[config.mk]
export PLATFORM = sky130hd
export DESIGN_NAME = sliding_window_seen_set
export DESIGN_NICKNAME = d
export VERILOG_FILES = /design/src/design/swss_pkg.sv /design/src/design/sliding_window_seen_set.sv /design/src/design/swss_ram.sv
export SDC_FILE = /design/constraint.sdc
export NUM_CORES = 2
export LEC_CHECK = 0
export ABC_AREA = 1
export BUFFER_PORTS_ARGS = -buffer_cell sky130_fd_sc_hd__buf_2
export CAP_MARGIN = 25
export CORE_UTILIZATION = 30
export DETAILED_ROUTE_END_ITERATION = 16
export HOLD_SLACK_MARGIN = 0.05
export PLACE_DENSITY = 0.42
export SYNTH_ARGS = -nofsm -noshare
export SYNTH_HDL_FRONTEND = slang
export SYNTH_SLANG_ARGS = --single-unit
[constraint.sdc]
create_clock -name clk -period 19.9 [get_ports clk]
set_clock_uncertainty 0.2 [all_clocks]
set_input_delay 3.98 -clock clk [delete_from_list [all_inputs] [get_ports clk]]
set_output_delay 3.98 -clock clk [all_outputs]
set_load 0.01 [all_outputs]
[src/design/swss_pkg.sv]
// Shared constants and types for the sliding-window seen set.
// Used by sliding_window_seen_set; no dependencies of its own.
package swss_pkg;

	// Window size in bits; a power of two between 16 and 65536
	localparam int unsigned WINDOW_BITS = 1024;
	localparam int unsigned RING_BYTES  = WINDOW_BITS / 8;
	localparam int unsigned IDX_W       = $clog2(RING_BYTES);
	localparam int unsigned OFS_W       = $clog2(WINDOW_BITS);
	localparam int unsigned VALUE_W     = 64;

	localparam logic [7:0]         FULL_BYTE = 8'hFF;
	localparam logic [VALUE_W-1:0] BASE_STEP = 64'd8;

	typedef enum logic [2:0] {
		ST_IDLE,
		ST_CMP,
		ST_READ,
		ST_SCAN,
		ST_CHECK,
		ST_EMIT
	} state_t;

endpackage

[src/design/sliding_window_seen_set.sv]
// A value below the base or beyond the window is resolved in the compare state; a value
// inside the window is read from the bitmap and marked, and when that fills the head byte
// the window advances, clearing each further full head byte in the scan and check states.
// A new value is accepted only in the idle state, once the previous result is emitted;
// one value is handled at a time, sharing the single 64-bit adder between compare and advance.
// Reset clears base, ring head and the per-byte valid flags at once; no sweep is needed.
module sliding_window_seen_set (
	input  logic                         clk,
	input  logic                         arst_n,
	input  logic                         in_valid,
	output logic                         in_stall,
	input  logic [swss_pkg::VALUE_W-1:0] value,
	output logic                         out_valid,
	input  logic                         out_stall,
	output logic                         already_seen,
	output logic                         out_of_range
);

	localparam int unsigned IDX_W   = swss_pkg::IDX_W;
	localparam int unsigned OFS_W   = swss_pkg::OFS_W;
	localparam int unsigned VALUE_W = swss_pkg::VALUE_W;
	localparam logic [IDX_W:0] CLEAR_MAX = (IDX_W+1)'(swss_pkg::RING_BYTES);

	swss_pkg::state_t state_q, state_d;

	logic [VALUE_W-1:0]              value_q;
	logic [VALUE_W-1:0]              base_q;
	logic [IDX_W-1:0]                head_q;
	logic [IDX_W-1:0]                addr_q;
	logic [2:0]                      bit_q;
	logic [IDX_W:0]                  cleared_q;
	logic                            res_seen_q;
	logic                            res_oor_q;
	logic [swss_pkg::RING_BYTES-1:0] valid_q;
	logic                            out_valid_q;
	logic                            out_seen_q;
	logic                            out_oor_q;

	// Shared adder: value - base for the compare, base + 8 for the advance
	logic               use_step;
	logic [VALUE_W-1:0] add_a;
	logic [VALUE_W-1:0] add_b;
	logic               add_cin;
	logic [VALUE_W:0]   sum;
	logic [VALUE_W-1:0] diff;
	logic               below;
	logic               beyond;
	logic [IDX_W-1:0]   cmp_addr;

	logic [7:0] rd_byte;
	logic [7:0] cur_byte;
	logic [7:0] new_byte;
	logic       seen_bit;
	logic       flush_now;
	logic       head_full;

	logic             load_in;
	logic             ram_re;
	logic [IDX_W-1:0] ram_raddr;
	logic             ram_we;
	logic             set_res;
	logic             res_seen_d;
	logic             res_oor_d;
	logic             take_addr;
	logic             do_advance;
	logic             first_clear;
	logic             emit;

	assign add_a    = use_step ? base_q : value_q;
	assign add_b    = use_step ? ~swss_pkg::BASE_STEP : base_q;
	assign add_cin  = ~use_step;
	assign sum      = {1'b0, add_a} + {1'b0, ~add_b} + {{VALUE_W{1'b0}}, add_cin};
	assign diff     = sum[VALUE_W-1:0];
	assign below    = ~sum[VALUE_W];
	assign beyond   = |diff[VALUE_W-1:OFS_W];
	assign cmp_addr = diff[OFS_W-1:3] + head_q;

	// A byte whose valid flag is clear reads as zero
	assign cur_byte  = valid_q[addr_q] ? rd_byte : 8'h00;
	assign new_byte  = cur_byte | (8'h01 << bit_q);
	assign seen_bit  = cur_byte[bit_q];
	assign flush_now = (addr_q == head_q) && (new_byte == swss_pkg::FULL_BYTE);
	assign head_full = (cur_byte == swss_pkg::FULL_BYTE) && (cleared_q != CLEAR_MAX);

	assign ram_raddr = (state_q == swss_pkg::ST_CMP) ? cmp_addr : head_q;

	swss_ram #(
		.WIDTH(8),
		.DEPTH(swss_pkg::RING_BYTES)
	) u_bitmap (
		.clk    (clk),
		.wr_en  (ram_we),
		.wr_addr(addr_q),
		.wr_data(new_byte),
		.rd_en  (ram_re),
		.rd_addr(ram_raddr),
		.rd_data(rd_byte)
	);

	always_ff @(posedge clk or negedge arst_n) begin
		if (!arst_n) begin
			state_q <= swss_pkg::ST_IDLE;
		end else begin
			state_q <= state_d;
		end
	end

	always_comb begin
		state_d     = state_q;
		in_stall    = 1'b1;
		load_in     = 1'b0;
		ram_re      = 1'b0;
		ram_we      = 1'b0;
		set_res     = 1'b0;
		res_seen_d  = 1'b0;
		res_oor_d   = 1'b0;
		take_addr   = 1'b0;
		do_advance  = 1'b0;
		first_clear = 1'b0;
		use_step    = 1'b0;
		emit        = 1'b0;
		case (state_q)
			swss_pkg::ST_IDLE: begin
				in_stall = 1'b0;
				if (in_valid) begin
					load_in = 1'b1;
					state_d = swss_pkg::ST_CMP;
				end
			end
			swss_pkg::ST_CMP: begin
				if (below) begin
					set_res    = 1'b1;
					res_seen_d = 1'b1;
					state_d    = swss_pkg::ST_EMIT;
				end else if (beyond) begin
					set_res   = 1'b1;
					res_oor_d = 1'b1;
					state_d   = swss_pkg::ST_EMIT;
				end else begin
					ram_re    = 1'b1;
					take_addr = 1'b1;
					state_d   = swss_pkg::ST_READ;
				end
			end
			swss_pkg::ST_READ: begin
				set_res    = 1'b1;
				res_seen_d = seen_bit;
				// A full head byte is dropped rather than written back
				if (flush_now) begin
					do_advance  = 1'b1;
					first_clear = 1'b1;
					use_step    = 1'b1;
					state_d     = swss_pkg::ST_SCAN;
				end else begin
					ram_we  = 1'b1;
					state_d = swss_pkg::ST_EMIT;
				end
			end
			swss_pkg::ST_SCAN: begin
				ram_re  = 1'b1;
				state_d = swss_pkg::ST_CHECK;
			end
			swss_pkg::ST_CHECK: begin
				if (head_full) begin
					do_advance = 1'b1;
					use_step   = 1'b1;
					state_d    = swss_pkg::ST_SCAN;
				end else begin
					state_d = swss_pkg::ST_EMIT;
				end
			end
			swss_pkg::ST_EMIT: begin
				if (!out_valid_q || !out_stall) begin
					emit    = 1'b1;
					state_d = swss_pkg::ST_IDLE;
				end
			end
			default: begin
				state_d = swss_pkg::ST_IDLE;
			end
		endcase
	end

	always_ff @(posedge clk or negedge arst_n) begin
		if (!arst_n) begin
			base_q      <= '0;
			head_q      <= '0;
			valid_q     <= '0;
			out_valid_q <= 1'b0;
		end else begin
			if (ram_we) begin
				valid_q[addr_q] <= 1'b1;
			end
			if (do_advance) begin
				valid_q[head_q] <= 1'b0;
				base_q          <= diff;
				head_q          <= head_q + IDX_W'(1);
			end
			if (emit) begin
				out_valid_q <= 1'b1;
			end else if (!out_stall) begin
				out_valid_q <= 1'b0;
			end
		end
	end

	always_ff @(posedge clk) begin
		if (load_in) begin
			value_q <= value;
		end
		if (take_addr) begin
			addr_q <= cmp_addr;
			bit_q  <= diff[2:0];
		end else if (state_q == swss_pkg::ST_SCAN) begin
			addr_q <= head_q;
		end
		if (do_advance) begin
			cleared_q <= first_clear ? (IDX_W+1)'(1) : cleared_q + (IDX_W+1)'(1);
		end
		if (set_res) begin
			res_seen_q <= res_seen_d;
			res_oor_q  <= res_oor_d;
		end
		if (emit) begin
			out_seen_q <= res_seen_q;
			out_oor_q  <= res_oor_q;
		end
	end

	assign out_valid    = out_valid_q;
	assign already_seen = out_seen_q;
	assign out_of_range = out_oor_q;

	a_base_aligned: assert property (@(posedge clk) disable iff (!arst_n)
		base_q[2:0] == 3'b000)
		else $error("window base lost its byte alignment");

	a_flags_exclusive: assert property (@(posedge clk) disable iff (!arst_n)
		out_valid |-> !(already_seen && out_of_range))
		else $error("result flagged both seen and out of range");

	a_head_with_base: assert property (@(posedge clk) disable iff (!arst_n)
		(head_q != $past(head_q)) |-> (base_q == $past(base_q) + swss_pkg::BASE_STEP))
		else $error("ring head moved without the base advancing by one byte");

	a_check_after_clear: assert property (@(posedge clk) disable iff (!arst_n)
		(state_q == swss_pkg::ST_CHECK) |-> (cleared_q != '0))
		else $error("head scan entered without a cleared byte");

endmodule

[src/design/swss_ram.sv]
// Generic single-port-write, single-port-read RAM with registered read data.
// Stand-alone; no package dependencies.
module swss_ram #(
	parameter int WIDTH = 8,
	parameter int DEPTH = 128
) (
	input  logic                     clk,
	input  logic                     wr_en,
	input  logic [$clog2(DEPTH)-1:0] wr_addr,
	input  logic [WIDTH-1:0]         wr_data,
	input  logic                     rd_en,
	input  logic [$clog2(DEPTH)-1:0] rd_addr,
	output logic [WIDTH-1:0]         rd_data
);

	logic [WIDTH-1:0] mem_q [DEPTH];
	logic [WIDTH-1:0] rd_data_q;

	always_ff @(posedge clk) begin
		if (wr_en) begin
			mem_q[wr_addr] <= wr_data;
		end
		if (rd_en) begin
			rd_data_q <= mem_q[rd_addr];
		end
	end

	assign rd_data = rd_data_q;

endmodule

==> results_dict.tcl <==
set metrics [dict create \
    drv_cap 0 \
    drive_gt1_share_pct 6.15 \
    area_growth_pct 13.4 \
    overflow 0 \
    port-buffer-count 71 \
    design_area_mm2 0.0716 \
    ys.flop_type "edfxtp_1" \
    seq_area_frac_synth_pct 61.2 \
    ys.warnings.count 0 \
    ys_top_cells_by_area "edfxtp_1 53%, nand2_1 9.1%, dfrtp_1 8.0%, nor2_1 6.4%, o21ai_0 4.7%" \
    fp.dieH_um 461 \
    htreeDepth 4 \
    dpl.cell_count 9282 \
    worstPathRequired_ns 20.36 \
    fin_nets 6801 \
    crit_arrival_ns 11.96 \
    multi_input_area_mm2 0.0208 \
    dr.pass1.iters 6 \
    max_freq_ghz 0.0870 \
    setup_violations 0 \
    final_hold_viol_count 0 \
    cts_buffers 154 \
    synthArstFlopShare_pct 15.4 \
    grt_pass1_vias 46500 \
    clk-insertion-delay-late_ns 0.85 \
    vias_per_cell 5.01 \
    grt_max_degree 173 \
    peakVddDrop_mv 0.0716 \
    drtAntennaViolNets 0 \
    cts_tree "yes" \
    crit_top_cell "nand2_1" \
    avgSynthCellArea_um2 9.46 \
    synth_edf_count 1118 \
    stdcell_count 9569 \
    critPathLaunchType "flip-flop" \
    slew_viol_final 0 \
    grt_use_total_pct 20.4 \
    tns_ns 0 \
    ctsRootBufferMaster "clkbuf_16" \
    clk_path_buf_depth 3 \
    ioPinCount 72 \
    initial_core_util_pct 30.3 \
    placed_cell_area_mm2 0.0665 \
    chipWidth_um 461 \
    p_total_mw 7.64 \
    cts_hold_buf 0 \
    power_density_mw_per_mm2 107 \
    synth_top_cell_by_area "edfxtp_1" \
    cp_max_fo 133 \
    yosysMostFrequentCell "nand2_1" \
    yosysUniqueCellTypes 40 \
    gp_congestion 0.895 \
    seqCellArea_mm2 0.0387 \
    status "finished, final reports clean" \
    clkTransAtPathRegs_ns 0.06 \
    hold_class "reg2reg" \
    wl_per_cell_um 22.9 \
    drc 0 \
    synth_fp_nets 6817 \
    cpMaxStageDelayCell "nand2_4" \
    synthCells 6674 \
    maxSlewHeadroom_pct 27.3 \
    setup.worst_path.end_class "flip-flop" \
    period_needed_ns 11.50 \
    grt_antenna_before_repair 9 \
    drtIter0Drc 4577 \
    synth_area_mm2 0.0631 \
    fin_util_pct 34.4 \
    core-area_mm2 0.208 \
    rsz0062_at_grt "false" \
    postCtsResizedCells 0 \
    grt_pass1_wl_mm 322 \
    yosys.area.top_type_share_pct 53.2 \
    critPathMaxStageDelay_ns 0.77 \
    vias 48000 \
    post-cts-setup-buffers 0 \
    rows 167 \
    dieArea_mm2 0.212 \
    fillCellCount 21400 \
    ys_seq_elements 1321 \
    p_leak_nw 26.1 \
    dp_hpwl_mm 138 \
    worst_slew_pin_slew_ns 1.09 \
    worstSetupPathType "reg2reg" \
    wl_mm 219 \
    period_share_pct 57.8 \
    cts_sinks 1321 \
    netlist_top_cells_count "1534 x nand2_1, 1118 x edfxtp_1, 1083 x nor2_1" \
]
cells by family (layout without fill, tap and decap cells):
logic type	count (synthesis)	count (layout)	synth area share [%]
AND/OR/NAND/NOR	3078	3078	19.4
flip-flops	1321	1321	61.2
AO/OA/AOI/OAI	1164	1164	11.2
buffers and inverters	1002	1108	6.17
adder cells (fa/ha/maj)	75	75	1.52
XOR/XNOR	34	34	0.472
other	0	1	0
state kept, by name, summed over array words and instances (netlist names):
register / flops
out_valid: 1
u_bitmap.rd_data: 8
state_q: 3
head_q: 7
out_of_range: 1
valid_q: 128
addr_q: 7
res_oor_q: 1
cleared_q: 8
u_bitmap.mem_q: 1024
value_q: 64
res_seen_q: 1
base_q: 64
already_seen: 1
bit_q: 3
critical path, delay by kind of cell, from the launching register on:
kind	cells	cell delay, ns
buf+inv	9	3.28
compound gates	4	1.25
xor+xnor	2	0.43
fa+ha+maj	3	1.42
simple gates	22	3.94
flops	1	0.35
worst paths after layout:
check | from | end | slack (ns) | cells after the start
max | addr_q[0] | u_bitmap.rd_data[1] | 8.40 | 40
min | res_seen_q | already_seen | 0.26 | 0
max reg2reg | addr_q[0] | u_bitmap.rd_data[1] | 8.40 | 40
min reg2reg | res_seen_q | already_seen | 0.26 | 0
max in group asynchronous | arst_n | valid_q[117] | 14.61 | 3
min in group asynchronous | arst_n | base_q[24] | 2.90 | 1
area by class of cell:
cell class / instances / area share [%]
antenna: 1 / 0.00350
sequential: 1321 / 54.0
multi-input combinational: 4351 / 29.0
tap: 2788 / 4.87
timing repair buffer: 173 / 1.69
clock inverter: 79 / 1.27
clock buffer: 199 / 5.70
inverter: 657 / 3.47
per-stage QoR:
step | hold slack (ns) | setup WS, ns
CTS | 0.270 | 8.47
floorplan | 0.200 | 9.44
detailed placement | 0.213 | 8.49
finish | 0.261 | 8.40
global route | 0.284 | 7.64
global placement | 0.238 | 8.65
per-layer routing:
layer / vias up / GRT usage [%] / share of wire [%]
li1: 22600 / - / -
met1: 23800 / 29.2 / 47
met2: 1303 / 32.3 / 46
met3: 266 / 2.76 / 4.9
met4: 2 / 5.34 / 2.2
met5: - / 0 / 0.0059
power breakdown:
part           total, mW  internal (mW)  switching, mW
combinational       1.80          0.441           1.36
clock               2.82           1.60           1.22
sequential          3.03           3.01         0.0167
layout by cell type (no fill, tap or decap), types with 10 or more instances in the layout:
master     instances
bufinv_16         10
o21bai_1          53
o211ai_1          80
a21oi_1           89
o21ai_0          591
o221ai_1         177
o21ai_1           28
o22ai_1           79
clkbuf_1          40
nand3b_1          18
buf_4             89
clkbuf_16        155
nor3_1            25
a21boi_0          45
buf_2             71
clkinv_1          39
dfrtp_1          203
xor2_1            26
edfxtp_1        1118
ha_1              72
nand3_1          370
clkinv_16         10
inv_1            641
nor2_1          1081
clkinv_2          19
nand2_1         1527
nand4_1           30
(Power assumes the default switching activity.)
